`src/rtl/epit_pkg.sv`:
```
package epit_pkg;

  // Table and field sizes.
  localparam int MAX_X_TYPES   = 16;
  localparam int MAX_Y_TYPES   = 16;
  localparam int STAMP_BITS    = 32;
  localparam int COUNT_BITS    = 32;
  localparam int TYPE_BITS     = 4;
  localparam int TCNT_BITS     = 5;
  localparam int CODE_BITS     = 8;
  localparam int INTERVAL_BITS = 33;
  localparam int PAIR_SLOTS    = MAX_X_TYPES * MAX_Y_TYPES;

  // Configuration port.
  localparam int CFG_IDX_BITS  = 2;
  localparam int CFG_DATA_BITS = TCNT_BITS;
  localparam logic [CFG_IDX_BITS-1:0] REG_X_TYPE_COUNT = CFG_IDX_BITS'(0);
  localparam logic [CFG_IDX_BITS-1:0] REG_Y_TYPE_COUNT = CFG_IDX_BITS'(1);
  localparam logic [TCNT_BITS-1:0] TYPE_COUNT_RESET = TCNT_BITS'(16);

  // Output queue.
  localparam int OUT_DEPTH     = 4;
  localparam int OUT_PTR_BITS  = $clog2(OUT_DEPTH);
  localparam int OUT_CNT_BITS  = $clog2(OUT_DEPTH + 1);

  localparam logic [COUNT_BITS-1:0] COUNT_MAX = '1;

  typedef logic [CODE_BITS-1:0] code_t;

  // One result transaction.
  typedef struct packed {
    logic signed [INTERVAL_BITS-1:0] interval;
    logic [CODE_BITS-1:0]            pair_code;
    logic [COUNT_BITS-1:0]           pair_count;
  } result_t;

  // Counter update request from the event front end.
  typedef struct packed {
    logic                            valid;
    code_t                           code;
    logic signed [INTERVAL_BITS-1:0] interval;
  } cnt_req_t;

endpackage

```
`src/rtl/epit_fifo.sv`:
```
module epit_fifo import epit_pkg::*; (
  input  logic                    clk,
  input  logic                    rst,
  input  logic                    push,
  input  result_t                 push_data,
  input  logic                    pop,
  output logic                    valid,
  output result_t                 data,
  output logic [OUT_CNT_BITS-1:0] count
);

  result_t                 mem [OUT_DEPTH];
  logic [OUT_PTR_BITS-1:0] wr_ptr;
  logic [OUT_PTR_BITS-1:0] rd_ptr;

  // Pointers and fill level.
  always_ff @(posedge clk) begin
    if (rst) begin
      wr_ptr <= '0;
      rd_ptr <= '0;
      count  <= '0;
    end else begin
      if (push) begin
        wr_ptr <= wr_ptr + 1'b1;
      end
      if (pop) begin
        rd_ptr <= rd_ptr + 1'b1;
      end
      count <= count + OUT_CNT_BITS'(push) - OUT_CNT_BITS'(pop);
    end
  end

  // Storage.
  always_ff @(posedge clk) begin
    if (push) begin
      mem[wr_ptr] <= push_data;
    end
  end

  assign valid = (count != '0);
  assign data  = mem[rd_ptr];

endmodule

```
`config.mk`:
```
export PLATFORM = sky130hd
export DESIGN_NAME = epit_fifo
export DESIGN_NICKNAME = d
export VERILOG_FILES = /design/src/rtl/epit_pkg.sv /design/src/rtl/epit_fifo.sv
export SDC_FILE = /design/constraint.sdc
export NUM_CORES = 1
export LEC_CHECK = 0
export BUFFER_PORTS_ARGS = -buffer_cell sky130_fd_sc_hd__buf_2
export CORE_MARGIN = 5
export CORE_UTILIZATION = 40
export DETAILED_ROUTE_END_ITERATION = 12
export PLACE_DENSITY = 0.67
export REMOVE_ABC_BUFFERS = 1
export SETUP_SLACK_MARGIN = 0.1
export SLEW_MARGIN = 5
export SYNTH_ARGS = -nofsm -noshare
export SYNTH_HDL_FRONTEND = slang
export SYNTH_SLANG_ARGS = --single-unit
```
`constraint.sdc`:
```
create_clock -name clk -period 3.4 [get_ports clk]
set_clock_uncertainty 0.05 [all_clocks]
set_input_delay 0.17 -clock clk [delete_from_list [all_inputs] [get_ports clk]]
set_output_delay 0.17 -clock clk [all_outputs]
set_load 0.1 [all_outputs]
```
# ---- Word-level counts from Yosys, hierarchy flattened
# Memory sizes are Yosys's and may differ from the RTL's. A register that Yosys moved wholly into a read port is not among the register bits.
# Index checks and enable logic that the tools add are counted.
dict set report op_classes {
  add_sub_neg 4
  n_mul 0
  n_div 0
  magnitude_cmp 0
  eq_ne 0
  shifts 0
  mux 4
  bitwise_logic 0
  reduce_logical 1
}
# op n
set op_table {}
lappend op_table {{2-bit by 1-bit adder with 2-bit output (second input constant)} 2}
lappend op_table {{2-bit 2-to-1 mux} 2}
lappend op_table {{3-bit by 1-bit adder with 3-bit output} 1}
lappend op_table {{3-bit nonzero test} 1}
lappend op_table {{3-bit by 1-bit subtractor with 3-bit output} 1}
lappend op_table {{1-bit 2-to-1 mux} 2}
dict set report word_totals {
  reg_bits 7
  latchBits 0
  ramBits 292
  rom_bits 0
  input_bits 77
  output_inout_bits 77
  word_cells 13
  memories 1
}
# memory depth width rd rd_ports_with_merged_regs write_ports line_no
set mem_list {}
lappend mem_list {mem 4 73 1 1 1 epit_fifo.sv:12} ;# result_t mem [OUT_DEPTH];

# ---- Logic depth before layout (Yosys ltp)
# Gate-level depths: netlist of run 1.
dict set report logic_depth {
  depth_word 3
  mapped_depth 7
  depth_no_buf 7
}

# ---- Worst setup path before layout of run 1
# No wires, ideal clock.
dict set report synth_timing {
  path_type {reg2reg}
  startpoint {register wr_ptr[0]}
  endpoint {memory mem[0][0] (netlist bit) (enable)}
  setup_time_ps 439
  t_arrival_ps 2249
  required_time_ps 2911
  setup_slack_ps 662
  stages_incl_launch_ff 4
  n_path_buf 0
  synth_period_minus_slack_ps 2738
  cell_sequence {dfxtp_1 inv_1 ha_1 and2_1}
}
# item line_no
set synth_lines {}
lappend synth_lines {{from (decl)} epit_fifo.sv:13} ;# logic [OUT_PTR_BITS-1:0] wr_ptr;
lappend synth_lines {{from (signal assigned)} epit_fifo.sv:24} ;# wr_ptr <= wr_ptr + 1'b1;
lappend synth_lines {{to (decl)} epit_fifo.sv:12}
# No word-level cell before the write port.

==> impl_metrics.csv, run 1 <==
group,metric,value,unit
placement,dpl_cell_area,12200,um2
sta,min_period_over_period,79.1,%
critical_path,cp.required,3.18,ns
synth,synth_area_per_cell,26.2,um2
critical_path,ff2ff_setup_slack,1.41,ns
detailed_routing,num_vias,5149,
sta,period_minus_slack,2.69,ns
detailed_routing,drt_iter0_markers,312,
cts,htreeDepth,1,
pwr,vdd_drop_max,0.000530,V
cells_and_area,fillers,2134,
critical_path,crit_arrival,2.47,ns
synth,synthCells,422,
die,core_area,27100,um2
die,die_w,176,um
pwr,p_leak,4.75,nW
placement,io_buffers,153,
synth,seq_area_frac_synth,81.0,%
critical_path,cp_num_buf_inv,2,
cts,clk_path_buf_depth,3,
detailed_routing,dr.pass1.iters,4,
sta,slew_violations,0,
detailed_routing,antenna_left,0,
detailed_routing,drcViolationCount,0,
sta,fmax,372,MHz
cells_and_area,mostFrequentLayoutCell,"edfxtp_1",
detailed_routing,wire_per_inst,19.4,um
cells_and_area,layout_common_cells,"edfxtp_1, buf_2, dlygate4sd3_1",
synth,yosysWarnings,0,
synth,synth_cell_types,21,
placement,dpl.hpwl,12000,um
die,die_h,176,um
sta,hold_ws,0.331,ns
cells_and_area,final_core_util,51.6,%
critical_path,cp_max_fo,27,
critical_path,critical-path-max-stage-delay,0.71,ns
cts,cts_tree,"built",
cts,numCtsBuffers,30,
sta,relSlewSlack,21.4,%
synth,ys_top_cells_by_area,"edfxtp_1, mux4_2, dfxtp_1",
critical_path,crit-reg2reg-launch,"wr_ptr[0]$_SDFFE_PP0P_",
critical_path,r2r_end,"mem[1][23]$_DFFE_PP_",
cts,cts_resized,0,
sta,rsz0062_at_grt,"no",
synth,synth_area,11000,um2
grt,grt_max_degree,74,
cells_and_area,diodes,0,
detailed_routing,routed_wl,20700,um
sta,tightest_slew,1.18,ns
sta,finalHoldViolations,0,
cts,clock_tree.root_cell,"clkbuf_16",
detailed_routing,avgViaCountPerCell,4.82,
placement,dp_slack,1.19,ns
grt,overflow,0,
grt,antenna_found_initial,0,
critical_path,path_class,"reg -> out",
cts,cts.sinks,301,
synth,ys_ff_latch,301,
die,start_util,40.7,%
grt,grtUsageTotal,13.4,%
synth,netlist.area_leader.share,79.4,%
pwr,power_density,679,nW/um2
sta,finalWorstSetupSlack,0.712,ns
outcome,status,"finished clean",
cells_and_area,finalInstanceArea,14000,um2
critical_path,start_kind,"flop",
hold_path,hp-class,"in -> reg",
cells_and_area,drive_gt1_share,40.4,%
critical_path,cp-endpoint,"data[26]",
hold_path,worstHoldPathCells,2,
synth,synth_top_area_cell,"edfxtp_1",
grt,grt_pass1_wl,32400,um
critical_path,path_delay_family,"flip-flops",
cells_and_area,area_growth,26.7,%
placement,gp_congestion,0.669,
cts,cts.clk_slew.worst_paths,0.06,ns
cells_and_area,nets,757,
critical_path,ff2ff_path_depth,2,
die,die_area,31000,um2
critical_path,crit_cells,3,
critical_path,crit_chain,"buf_12, mux4_2, buf_2",
die,boundaryPins,154,
grt,grt_pass1_vias,5799,
die,rows,60,
critical_path,crit_path_end_kind,"primary output",
sta,final-setup-viol-count,0,
cts,clk_latency,0.54,ns
critical_path,slowest_stage,"dfxtp_4",
job,maxCapViolCount,0,
[sequential cells by signal, indices dropped and copies added (netlist names), named ones only]
| register | count |
|---|---|
| count | 3 |
| mem | 292 |
| rd_ptr | 2 |
| wr_ptr | 2 |
[per-layer routing]
layer,global-route usage (%),routed length (um)
met1,16.8,8560
met2,23.5,10600
met3,2.98,1030
met4,3.54,503
met5,0,0
[logic make-up after synthesis]
| kind of cell | after synthesis | synth area share [%] |
|---|---|---|
| compound gates | 2 | 0.136 |
| xor+xnor | 3 | 0.374 |
| fa+ha+maj | 7 | 0.861 |
| buf+inv | 22 | 1.94 |
| flops | 301 | 81.0 |
| mux | 74 | 15.0 |
| simple gates | 13 | 0.635 |
[synthesized netlist by cell type, drive strengths merged]
cell	number
clkbuf	1
inv	6
nand3b	1
buf	15
edfxtp	292
mux2i	1
nor2	5
a21bo	1
fa	1
nor2b	2
xor3	1
or3	1
and2	4
a21oi	1
mux4	73
ha	6
xnor2	2
dfxtp	9
[report_power, final]
part	switching, mW	internal [mW]	total, mW
clock network	1.31	2.04	3.34
registers	0.0757	4.27	4.34
logic	1.39	0.427	1.82
total	2.77	6.73	9.50
[worst min-delay path by stage]
stage                       start              endpoint  slack, ns
global route         push_data[0]   mem[3][0]$_DFFE_PP_       0.31
floorplan                     rst   count[0]$_SDFF_PP0_       0.19
CTS                 push_data[18]  mem[3][18]$_DFFE_PP_       0.30
global placement     push_data[5]   mem[3][5]$_DFFE_PP_       0.33
finish              push_data[18]  mem[1][18]$_DFFE_PP_       0.33
detailed placement  push_data[66]  mem[0][66]$_DFFE_PP_       0.34
[what timing repair did]
item	CTS	global route
hold endpoints to repair	301	0
setup endpoints to repair	0	0
hold buffers	77	0
setup buffers	0	0
[final cells by class]
class	instances	area [um2]	share of cell area, %
inverter	6	22.5	0.161
multi-input combinational	99	1890	13.5
tap	372	465	3.33
clock inverter	20	231	1.65
sequential	301	8960	64.0
clock buffer	35	791	5.65
timing repair buffer	235	1640	11.7
[per-stage QoR]
step           power, mW  instances  TNS [ns]
6_report            9.50       1068         0
5_1_grt             9.85       1068         0
4_1_cts             9.64       1068         0
3_5_place_dp        6.19        936         0
3_3_place_gp        6.16        936         0
2_1_floorplan       5.85        406    -61.73
[worst register-to-register path: cells and delay by family (launching register included)]
| kind | cells | cell delay, ns |
|---|---|---|
| flops | 1 | 0.40 |
| fa+ha+maj | 1 | 0.17 |
| simple gates | 1 | 0.84 |
(Power assumes the default switching activity.)
==> run 2, diff against run 1 <==
clock period = 2.7 ns   (was 3.4 ns; I/O delays follow)
==> impl_metrics.csv, run 2 (synthesis gave the netlist of run 1 again) <==
group,metric,value,unit
sta,period_minus_slack,2.41,ns
cells_and_area,top_register,"mem",
sta,final-setup-viol-count,0,
sta,hold_ws,0.294,ns
cts,numCtsBuffers,30,
cells_and_area,drive_gt1_share,41.9,%
critical_path,ff2ff_setup_slack,0.92,ns
sta,fmax,415,MHz
cells_and_area,fin_cells,1083,
cts,clk_latency,0.54,ns
placement,io_buffers,153,
cells_and_area,fillers,2122,
grt,grtUsageTotal,13.2,%
placement,dp_slack,0.703,ns
cts,clk_path_buf_depth,3,
pwr,power_density,849,nW/um2
grt,grt_pass1_vias,5881,
placement,dpl.hpwl,12400,um
cells_and_area,mostFrequentLayoutCell,"edfxtp_1",
cts,cts_tree,"built",
sta,relSlewSlack,65.8,%
critical_path,cp.required,2.52,ns
die,die_w,176,um
detailed_routing,antenna_left,0,
detailed_routing,routed_wl,20700,um
cells_and_area,reg_top3,"mem (292), count (3)",
die,rows,60,
pwr,p_leak,4.85,nW
critical_path,crit_path_end_kind,"primary output",
pwr,vdd_drop_max,0.000932,V
die,boundaryPins,154,
job,maxCapViolCount,0,
detailed_routing,num_vias,5195,
critical_path,path_class,"reg -> out",
cells_and_area,nets,772,
die,die_area,31000,um2
die,die_h,176,um
sta,tightest_slew,0.513,ns
cts,clock_tree.root_cell,"clkbuf_16",
sta,min_period_over_period,89.2,%
die,start_util,40.7,%
cts,cts.clk_slew.worst_paths,0.06,ns
hold_path,hp-class,"in -> reg",
placement,gp_congestion,0.681,
grt,overflow,0,
sta,slew_violations,0,
grt,antenna_found_initial,0,
sta,fin_tns_setup,0,ns
cts,htreeDepth,1,
sta,finalHoldViolations,0,
cells_and_area,diodes,0,
sta,rsz0062_at_grt,"no",
detailed_routing,avgViaCountPerCell,4.80,
grt,grt_max_degree,74,
cells_and_area,area_growth,28.1,%
detailed_routing,wire_per_inst,19.1,um
sta,finalWorstSetupSlack,0.291,ns
cts,cts.sinks,301,
grt,grt_pass1_wl,32400,um
critical_path,start_kind,"flop",
cells_and_area,layout_common_cells,"edfxtp_1, buf_2, dlygate4sd3_1",
detailed_routing,dr.pass1.iters,4,
critical_path,cp_max_fo,36,
detailed_routing,drcViolationCount,0,
detailed_routing,drt_iter0_markers,263,
outcome,status,"finished clean",
cells_and_area,finalInstanceArea,14100,um2
placement,place_inst,942,
placement,dpl_cell_area,12300,um2
critical_path,crit_arrival,2.22,ns
cells_and_area,largest_reg_flops,292,
die,core_area,27100,um2
[run 2: critical path, cell delays in order (launching register included)]
cell and delay [ns]:
dfxtp_4 0.47, buf_16 0.29, mux4_2 0.57, buf_2 0.31
[run 2: area by class of cell]
| class | count | area [um2] | area share, % |
|---|---|---|---|
| inverter | 6 | 22.5 | 0.159 |
| multi-input combinational | 99 | 1890 | 13.4 |
| clock inverter | 15 | 178 | 1.26 |
| tap | 372 | 465 | 3.29 |
| sequential | 301 | 8960 | 63.3 |
| clock buffer | 40 | 850 | 6.01 |
| timing repair buffer | 250 | 1780 | 12.6 |
[run 2: path summary, 6_finish.rpt]
check | from | endpoint | depth (start not counted)
worst max-delay path | flop | data[44] | 3
worst min-delay path | push_data[69] | mem[3][69]$_DFFE_PP_ | 2
worst max register to register | wr_ptr[0]$_SDFFE_PP0P_ | mem[3][65]$_DFFE_PP_ | 3
worst min register to register | rd_ptr[0]$_SDFFE_PP0P_ | flop | 2
[run 2: layer usage]
metal  GRT usage (%)  part of all wire (%)
met1            16.8                    41
met2            23.4                    52
met3            2.91                   5.7
met4            2.66                   1.5
met5               0                     0
[run 2: power breakdown]
group	internal, mW	switching (mW)
sequential	5.37	0.0650
clock	2.58	1.64
combinational	0.572	1.79
total	8.52	3.50
[run 2: what timing repair did]
item | CTS | global route
hold endpoints to repair | 301 | 0
setup buffers | 0 | 9
endpoints found under the setup margin | 0 | 36
gates resized for setup | 0 | 1
hold buffers | 77 | 0
[run 2: per-stage QoR]
stage | utilization (%) | power, mW
finish | 52.2 | 12.0
global route | 52.2 | 12.4
CTS | 51.9 | 12.1
detailed placement | 45.3 | 7.81
global placement | 45.3 | 7.77
floorplan | - | 7.37
